$ cat config.mk
export PLATFORM = sky130hd
export DESIGN_NAME = bounded_stack_with_indexed_update
export DESIGN_NICKNAME = d
export VERILOG_FILES = /design/src/hdl/bsiu_pkg.sv /design/src/hdl/bsiu_ram.sv /design/src/hdl/bsiu_ctrl.sv /design/src/hdl/bsiu_dp.sv /design/src/hdl/bounded_stack_with_indexed_update.sv
export SDC_FILE = /design/constraint.sdc
export NUM_CORES = 1
export LEC_CHECK = 0
export BUFFER_PORTS_ARGS = -buffer_cell sky130_fd_sc_hd__buf_2
export CORE_MARGIN = 1
export CORE_UTILIZATION = 34
export DETAILED_ROUTE_END_ITERATION = 10
export PLACE_DENSITY = 0.56
export SKIP_CTS_REPAIR_TIMING = 1
export SLEW_MARGIN = 20
export SYNTH_ARGS = -nofsm -noshare
export SYNTH_HDL_FRONTEND = slang
export SYNTH_HIERARCHICAL = 1
export SYNTH_SLANG_ARGS = --single-unit
$ cat constraint.sdc
create_clock -name clk -period 6.31 [get_ports clk]
set_input_delay 0.3155 -clock clk [delete_from_list [all_inputs] [get_ports clk]]
set_output_delay 0.3155 -clock clk [all_outputs]
set_load 0.005 [all_outputs]
$ cat src/hdl/bsiu_pkg.sv
// Package for the bounded stack with indexed update.
// Holds the transfer payload types, action and status codes, state encoding
// and the command/status structs between controller and datapath. No dependencies.
package bsiu_pkg;

    localparam int DEPTH_DEF = 16;
    localparam int WORD_W = 32;
    localparam int POS_W = 5;

    typedef enum logic [1:0] {
        ACT_PUSH    = 2'd0,
        ACT_POP     = 2'd1,
        ACT_CHANGE  = 2'd2,
        ACT_DISPLAY = 2'd3
    } action_t;

    typedef enum logic [2:0] {
        STS_OK        = 3'd0,
        STS_OVERFLOW  = 3'd1,
        STS_UNDERFLOW = 3'd2,
        STS_BAD_INDEX = 3'd3,
        STS_EMPTY     = 3'd4
    } status_t;

    typedef struct packed {
        action_t                    action;
        logic signed [WORD_W-1:0]   value;
        logic        [POS_W-1:0]    position;
    } in_item_t;

    typedef struct packed {
        status_t                    status;
        logic signed [WORD_W-1:0]   data;
        logic                       last;
    } out_item_t;

    typedef enum logic [1:0] {
        S_IDLE,
        S_RESP,
        S_READ,
        S_DRESP
    } state_t;

    typedef struct packed {
        logic accept;
        logic load_rd;
        logic step;
    } ctrl_cmd_t;

    typedef struct packed {
        logic disp_start;
        logic ptr_zero;
    } dp_sts_t;

endpackage

$ cat src/hdl/bsiu_ram.sv
// Generic single-write, single-read RAM with a registered read port.
// No dependencies.
module bsiu_ram #(
    parameter int WIDTH = 32,
    parameter int DEPTH = 16
) (
    input  logic                     clk,
    input  logic                     wr_en,
    input  logic [$clog2(DEPTH)-1:0] wr_addr,
    input  logic [WIDTH-1:0]         wr_data,
    input  logic [$clog2(DEPTH)-1:0] rd_addr,
    output logic [WIDTH-1:0]         rd_data
);

    logic [WIDTH-1:0] mem_reg [DEPTH];
    logic [WIDTH-1:0] rd_data_reg;

    always_ff @(posedge clk)
    begin
        if (wr_en)
        begin
            mem_reg[wr_addr] <= wr_data;
        end
        rd_data_reg <= mem_reg[rd_addr];
    end

    assign rd_data = rd_data_reg;

endmodule

$ cat src/hdl/bsiu_ctrl.sv
// Controller state machine of the bounded stack.
// Depends on bsiu_pkg for the state type and the command/status structs.
module bsiu_ctrl
    import bsiu_pkg::*;
(
    input  logic      clk,
    input  logic      rst_n,
    input  logic      in_valid,
    output logic      in_ready,
    output logic      out_valid,
    input  logic      out_ready,
    output ctrl_cmd_t cmd,
    input  dp_sts_t   sts
);

    state_t state_reg;
    state_t state_next;

    always_ff @(posedge clk or negedge rst_n)
    begin
        if (!rst_n)
        begin
            state_reg <= S_IDLE;
        end
        else
        begin
            state_reg <= state_next;
        end
    end

    always_comb
    begin
        state_next = state_reg;
        unique case (state_reg)
            S_IDLE:
            begin
                if (in_valid)
                begin
                    state_next = sts.disp_start ? S_READ : S_RESP;
                end
            end
            S_RESP:
            begin
                if (out_ready)
                begin
                    state_next = S_IDLE;
                end
            end
            S_READ:
            begin
                state_next = S_DRESP;
            end
            S_DRESP:
            begin
                if (out_ready)
                begin
                    state_next = sts.ptr_zero ? S_IDLE : S_READ;
                end
            end
            default:
            begin
                state_next = S_IDLE;
            end
        endcase
    end

    always_comb
    begin
        in_ready    = 1'b0;
        out_valid   = 1'b0;
        cmd.accept  = 1'b0;
        cmd.load_rd = 1'b0;
        cmd.step    = 1'b0;
        unique case (state_reg)
            S_IDLE:
            begin
                in_ready   = 1'b1;
                cmd.accept = in_valid;
            end
            S_RESP:
            begin
                out_valid = 1'b1;
            end
            S_READ:
            begin
                cmd.load_rd = 1'b1;
            end
            S_DRESP:
            begin
                out_valid = 1'b1;
                cmd.step  = out_ready && !sts.ptr_zero;
            end
            default:
            begin
                in_ready = 1'b0;
            end
        endcase
    end

endmodule

$ cat src/hdl/bsiu_dp.sv
// Datapath of the bounded stack: count, display pointer, result register
// and the entry RAM. Depends on bsiu_pkg and bsiu_ram.
module bsiu_dp
    import bsiu_pkg::*;
#(
    parameter int DEPTH = DEPTH_DEF
) (
    input  logic      clk,
    input  logic      rst_n,
    input  in_item_t  in_item,
    output out_item_t out_item,
    input  ctrl_cmd_t cmd,
    output dp_sts_t   sts
);

    localparam int AW = $clog2(DEPTH);
    localparam int CW = $clog2(DEPTH + 1);
    localparam int XW = (CW > POS_W) ? CW : POS_W;

    logic [CW-1:0] count_reg;
    logic [CW-1:0] count_next;
    logic [AW-1:0] ptr_reg;
    logic [AW-1:0] ptr_next;
    out_item_t     res_reg;
    out_item_t     res_next;

    logic              wr_en;
    logic [AW-1:0]     wr_addr;
    logic [AW-1:0]     rd_addr;
    logic [WORD_W-1:0] rd_data;

    logic          is_full;
    logic          is_empty;
    logic [XW-1:0] count_x;
    logic [XW-1:0] pos_x;
    logic [XW-1:0] change_idx;
    logic [CW-1:0] count_m1;

    assign is_full    = (count_reg == CW'(DEPTH));
    assign is_empty   = (count_reg == '0);
    assign count_x    = XW'(count_reg);
    assign pos_x      = XW'(in_item.position);
    assign change_idx = count_x - pos_x;
    assign count_m1   = count_reg - CW'(1);

    assign sts.disp_start = (in_item.action == ACT_DISPLAY) && !is_empty;
    assign sts.ptr_zero   = (ptr_reg == '0);

    assign rd_addr = cmd.accept ? count_m1[AW-1:0] : (ptr_reg - AW'(1));

    always_comb
    begin
        count_next = count_reg;
        ptr_next   = ptr_reg;
        res_next   = res_reg;
        wr_en      = 1'b0;
        wr_addr    = count_reg[AW-1:0];
        if (cmd.accept)
        begin
            res_next.status = STS_OK;
            res_next.data   = '0;
            res_next.last   = 1'b1;
            unique case (in_item.action)
                ACT_PUSH:
                begin
                    if (is_full)
                    begin
                        res_next.status = STS_OVERFLOW;
                    end
                    else
                    begin
                        wr_en      = 1'b1;
                        count_next = count_reg + CW'(1);
                    end
                end
                ACT_POP:
                begin
                    if (is_empty)
                    begin
                        res_next.status = STS_UNDERFLOW;
                    end
                    else
                    begin
                        count_next = count_m1;
                    end
                end
                ACT_CHANGE:
                begin
                    wr_addr = change_idx[AW-1:0];
                    if ((pos_x == '0) || (pos_x > count_x))
                    begin
                        res_next.status = STS_BAD_INDEX;
                    end
                    else
                    begin
                        wr_en = 1'b1;
                    end
                end
                ACT_DISPLAY:
                begin
                    if (is_empty)
                    begin
                        res_next.status = STS_EMPTY;
                    end
                    else
                    begin
                        ptr_next = count_m1[AW-1:0];
                    end
                end
                default:
                begin
                    res_next.status = STS_OK;
                end
            endcase
        end
        else if (cmd.load_rd)
        begin
            res_next.status = STS_OK;
            res_next.data   = rd_data;
            res_next.last   = (ptr_reg == '0);
        end
        else if (cmd.step)
        begin
            ptr_next = ptr_reg - AW'(1);
        end
    end

    always_ff @(posedge clk or negedge rst_n)
    begin
        if (!rst_n)
        begin
            count_reg <= '0;
        end
        else
        begin
            count_reg <= count_next;
        end
    end

    always_ff @(posedge clk)
    begin
        ptr_reg <= ptr_next;
        res_reg <= res_next;
    end

    bsiu_ram #(
        .WIDTH (WORD_W),
        .DEPTH (DEPTH)
    ) u_ram (
        .clk     (clk),
        .wr_en   (wr_en),
        .wr_addr (wr_addr),
        .wr_data (in_item.value),
        .rd_addr (rd_addr),
        .rd_data (rd_data)
    );

    assign out_item = res_reg;

endmodule

$ cat src/hdl/bounded_stack_with_indexed_update.sv
// Top level of the bounded LIFO stack of signed words with indexed update.
// Depends on bsiu_pkg, bsiu_ctrl and bsiu_dp.
//
// Usage:
// The in channel (in_valid, in_ready, in_item) carries one action per transfer:
// push, pop, change at a 1-based position from the top, or display.
// The out channel (out_valid, out_ready, out_item) carries result transfers with
// a status, a data word and a last flag on the final result of each action.
// Push, pop and change give one result in the cycle after acceptance at the
// earliest; the next action is taken the cycle after that result transfers,
// so no new action is accepted while a result still awaits delivery.
// Display of N entries gives N results, each read from the entry RAM's
// registered port in S_READ and then offered in S_DRESP.
// An empty display gives one result with the empty status.
// in_ready is high only while no action is in progress or awaiting delivery.
// When the receiver stalls, the result is held in the output register and
// no further action or RAM read proceeds until it is taken.
// Reset empties the stack; the entry RAM is not cleared and needs no sweep.
module bounded_stack_with_indexed_update
    import bsiu_pkg::*;
#(
    parameter int DEPTH = DEPTH_DEF
) (
    input  logic      clk,
    input  logic      rst_n,
    input  logic      in_valid,
    output logic      in_ready,
    input  in_item_t  in_item,
    output logic      out_valid,
    input  logic      out_ready,
    output out_item_t out_item
);

    ctrl_cmd_t cmd;
    dp_sts_t   sts;

    bsiu_ctrl u_ctrl (
        .clk       (clk),
        .rst_n     (rst_n),
        .in_valid  (in_valid),
        .in_ready  (in_ready),
        .out_valid (out_valid),
        .out_ready (out_ready),
        .cmd       (cmd),
        .sts       (sts)
    );

    bsiu_dp #(
        .DEPTH (DEPTH)
    ) u_dp (
        .clk      (clk),
        .rst_n    (rst_n),
        .in_item  (in_item),
        .out_item (out_item),
        .cmd      (cmd),
        .sts      (sts)
    );

endmodule

==> results.sh <==
export IMPL_status="completed"
export IMPL_grt_overflow=0
export IMPL_cts_tree="built"
export IMPL_r2r_setup_slack_ps=2200
export IMPL_die_w_um=257
export IMPL_remaining_drc_errors=0
export IMPL_synthDistinctLibCells=50
export IMPL_grt_max_degree=85
export IMPL_numCtsBuffers=59
export IMPL_yosysWarnings=6
export IMPL_post_route_cell_area_sq_um=25700
export IMPL_hpwl_um=26300
export IMPL_htreeDepth=2
export IMPL_synth_most_common_cell="edfxtp_1"
export IMPL_critical_path_arrival_ps=4380
export IMPL_grt_antenna_before_repair=1
export IMPL_worst_path_max_fanout=17
export IMPL_ys_top_cells_by_count="519 x edfxtp_1, 128 x mux4_2, 65 x dfxtp_1"
export IMPL_p_per_area_nw_per_um2=356
export IMPL_ys_ff_latch=591
export IMPL_drtIter0Drc=705
export IMPL_wl_per_cell_um=22.7
export IMPL_hold_viol=0
export IMPL_syn_area_per_cell_sq_um=20.8
export IMPL_layout_drive_gt1_share_pct=28.6
export IMPL_yosysSeqAreaShare_pct=77.1
export IMPL_relSlewSlack_pct=29.9
export IMPL_async_flop_share_pct=1.18
export IMPL_fin_nets=1240
export IMPL_core_area_sq_um=64300
export IMPL_ioPinCount=81
export IMPL_via_per_inst=5.02
export IMPL_criticalPathCategory="reg -> reg"
export IMPL_cts_sinks=591
export IMPL_clock_latency_ps=610
export IMPL_fin_crit_sh_pct=65.1
export IMPL_place_area_sq_um=23800
export IMPL_min_delay_path_class="in -> reg"
export IMPL_die_y_um=257
export IMPL_drv_slew=0
export IMPL_diodes=0
export IMPL_initial_core_util_pct=34.4
export IMPL_port_buffers=80
export IMPL_fmax_mhz=243
export IMPL_critPathCaptureType="flop"
export IMPL_dieArea_sq_um=66100
export IMPL_grtUsageTotal_pct=14.5
export IMPL_core_rowCount=93
export IMPL_n_fill_cell=5706
export IMPL_required_ps=6580
export IMPL_grt_pass1_wl_um=71400
export IMPL_syn_nets=1122
export IMPL_first_pass_iters=5
export IMPL_cts_root_buf="clkbuf_16"
export IMPL_place_congestion=0.719
export IMPL_synth_top_area_cell="edfxtp_1"
export IMPL_cp_start_kind="flop"
export IMPL_peakVddDrop_v=0.000234
export IMPL_synthTopCellsByArea="edfxtp_1 70%, mux4_2 13%, dfxtp_1 5.9%"
export IMPL_max_cap_viol_count=0
export IMPL_clock_skew_final_ps=27.1
export IMPL_power_mw=9.16
export IMPL_vias=10474
export IMPL_clk_pin_slew_ps=70
export IMPL_area_delta_synth_final_pct=16.3
export IMPL_period_minus_slack_ps=4110
export IMPL_yosysTopAreaCellShare_pct=70.4
export IMPL_largest_register_ffs=512
export IMPL_grt_pass1_vias=10994
export IMPL_syn_area_sq_um=22100
export IMPL_postRouteAntennaNets=0
export IMPL_synth_ff_type="edfxtp_1"
export IMPL_worstMarginPinSlew_ps=1040
export IMPL_drt_total_wl_um=47400
export IMPL_p_leak_nw=8.44
export IMPL_setup_viol_count_final=0
export IMPL_synth_edf_count=519
export IMPL_clock_path_buffers=3
export IMPL_grt_setup_unrepaired="no"
export IMPL_fin_setup_tns_ps=0
export IMPL_synth_cells=1066
## per-layer routing
metal  wire length [um]  share of wire, %  track usage, %  vias to the layer above
li1                   -                 -               -                     4599
met5                 13             0.027               0                        -
met3               2120               4.5            2.92                       65
met1              20900                44            19.4                     5599
met2              23500                50            24.3                      209
met4                866               1.8            3.74                        2
## worst paths after layout
kind,from,endpoint,cells after the start
max reg2reg,u_dp/count_reg[0],u_dp/u_ram/mem_reg[11][15],7
min reg2reg,u_dp/u_ram/rd_data[5],u_dp/out_item[6],2
min,in_valid,u_ctrl/state_reg[1],3
min in group asynchronous,rst_n,u_dp/count_reg[0],2
max,u_dp/count_reg[0],u_dp/u_ram/mem_reg[11][15],7
max in group asynchronous,rst_n,u_dp/count_reg[2],2
## cells in the final DEF, fill, tap and decap left out, types with 3 or more instances in the layout
cell type / instances
a21oi_1: 8
a22oi_1: 64
buf_12: 4
buf_2: 80
buf_4: 24
bufinv_16: 5
clkbuf_1: 14
clkbuf_16: 60
clkbuf_8: 6
clkinv_1: 8
clkinv_2: 8
clkinv_4: 3
clkinvlp_4: 4
dfrtp_1: 7
dfxtp_1: 65
edfxtp_1: 519
ha_1: 12
inv_1: 13
mux2i_1: 32
mux4_2: 128
nand2_1: 45
nand2b_1: 4
nand3b_1: 3
nand4_1: 3
nor2_1: 37
nor2_4: 13
nor2b_1: 5
nor3_2: 4
o21ai_0: 5
xnor2_1: 8
xor2_1: 3
## power by group
group          internal (mW)  switching [mW]
registers               4.46           0.105
logic                  0.484           0.629
clock network           2.02            1.46
total                   6.97            2.20
## area by class of cell
class / instances / area [sq um] / share of cell area [%]
Tap cell: 855 / 1070 / 4.16
Clock inverter: 30 / 315 / 1.23
Sequential cell: 591 / 17100 / 66.3
Inverter: 13 / 48.8 / 0.190
Clock buffer: 80 / 1640 / 6.36
Multi-Input combinational cell: 409 / 4920 / 19.1
Timing Repair Buffer: 110 / 681 / 2.64
## kinds of logic (layout without fill, tap and decap cells)
family | count (synthesis) | after routing | share of synthesized area (%)
flip-flops | 591 | 591 | 77.1
multiplexers | 162 | 162 | 14.6
AND/OR/NAND/NOR | 134 | 134 | 2.80
AO/OA/AOI/OAI | 89 | 89 | 2.95
buffers and inverters | 66 | 233 | 1.41
adder cells (fa/ha/maj) | 13 | 13 | 0.769
XOR/XNOR | 11 | 11 | 0.435
## through the flow
step | instances | worst slack, ps | util (%) | hold WS (ps)
2_1_floorplan | 1066 | 1380 | - | 19.9
3_3_place_gp | 1974 | 2270 | 36.9 | 175
3_5_place_dp | 1976 | 2210 | 36.9 | 173
4_1_cts | 2086 | 2190 | 40.0 | -500
5_1_grt | 2088 | 1910 | 40.0 | 28.4
6_report | 2088 | 2200 | 40.0 | 58.0
## worst max-delay path: stages (launching register included)
cell	delay (ps)
dfrtp_1	530
inv_1	150
ha_1	230
fa_1	430
o21ai_0	790
nand2_1	490
nor2_4	700
buf_4	420
Note: power is estimated with default switching activity, not from simulation.
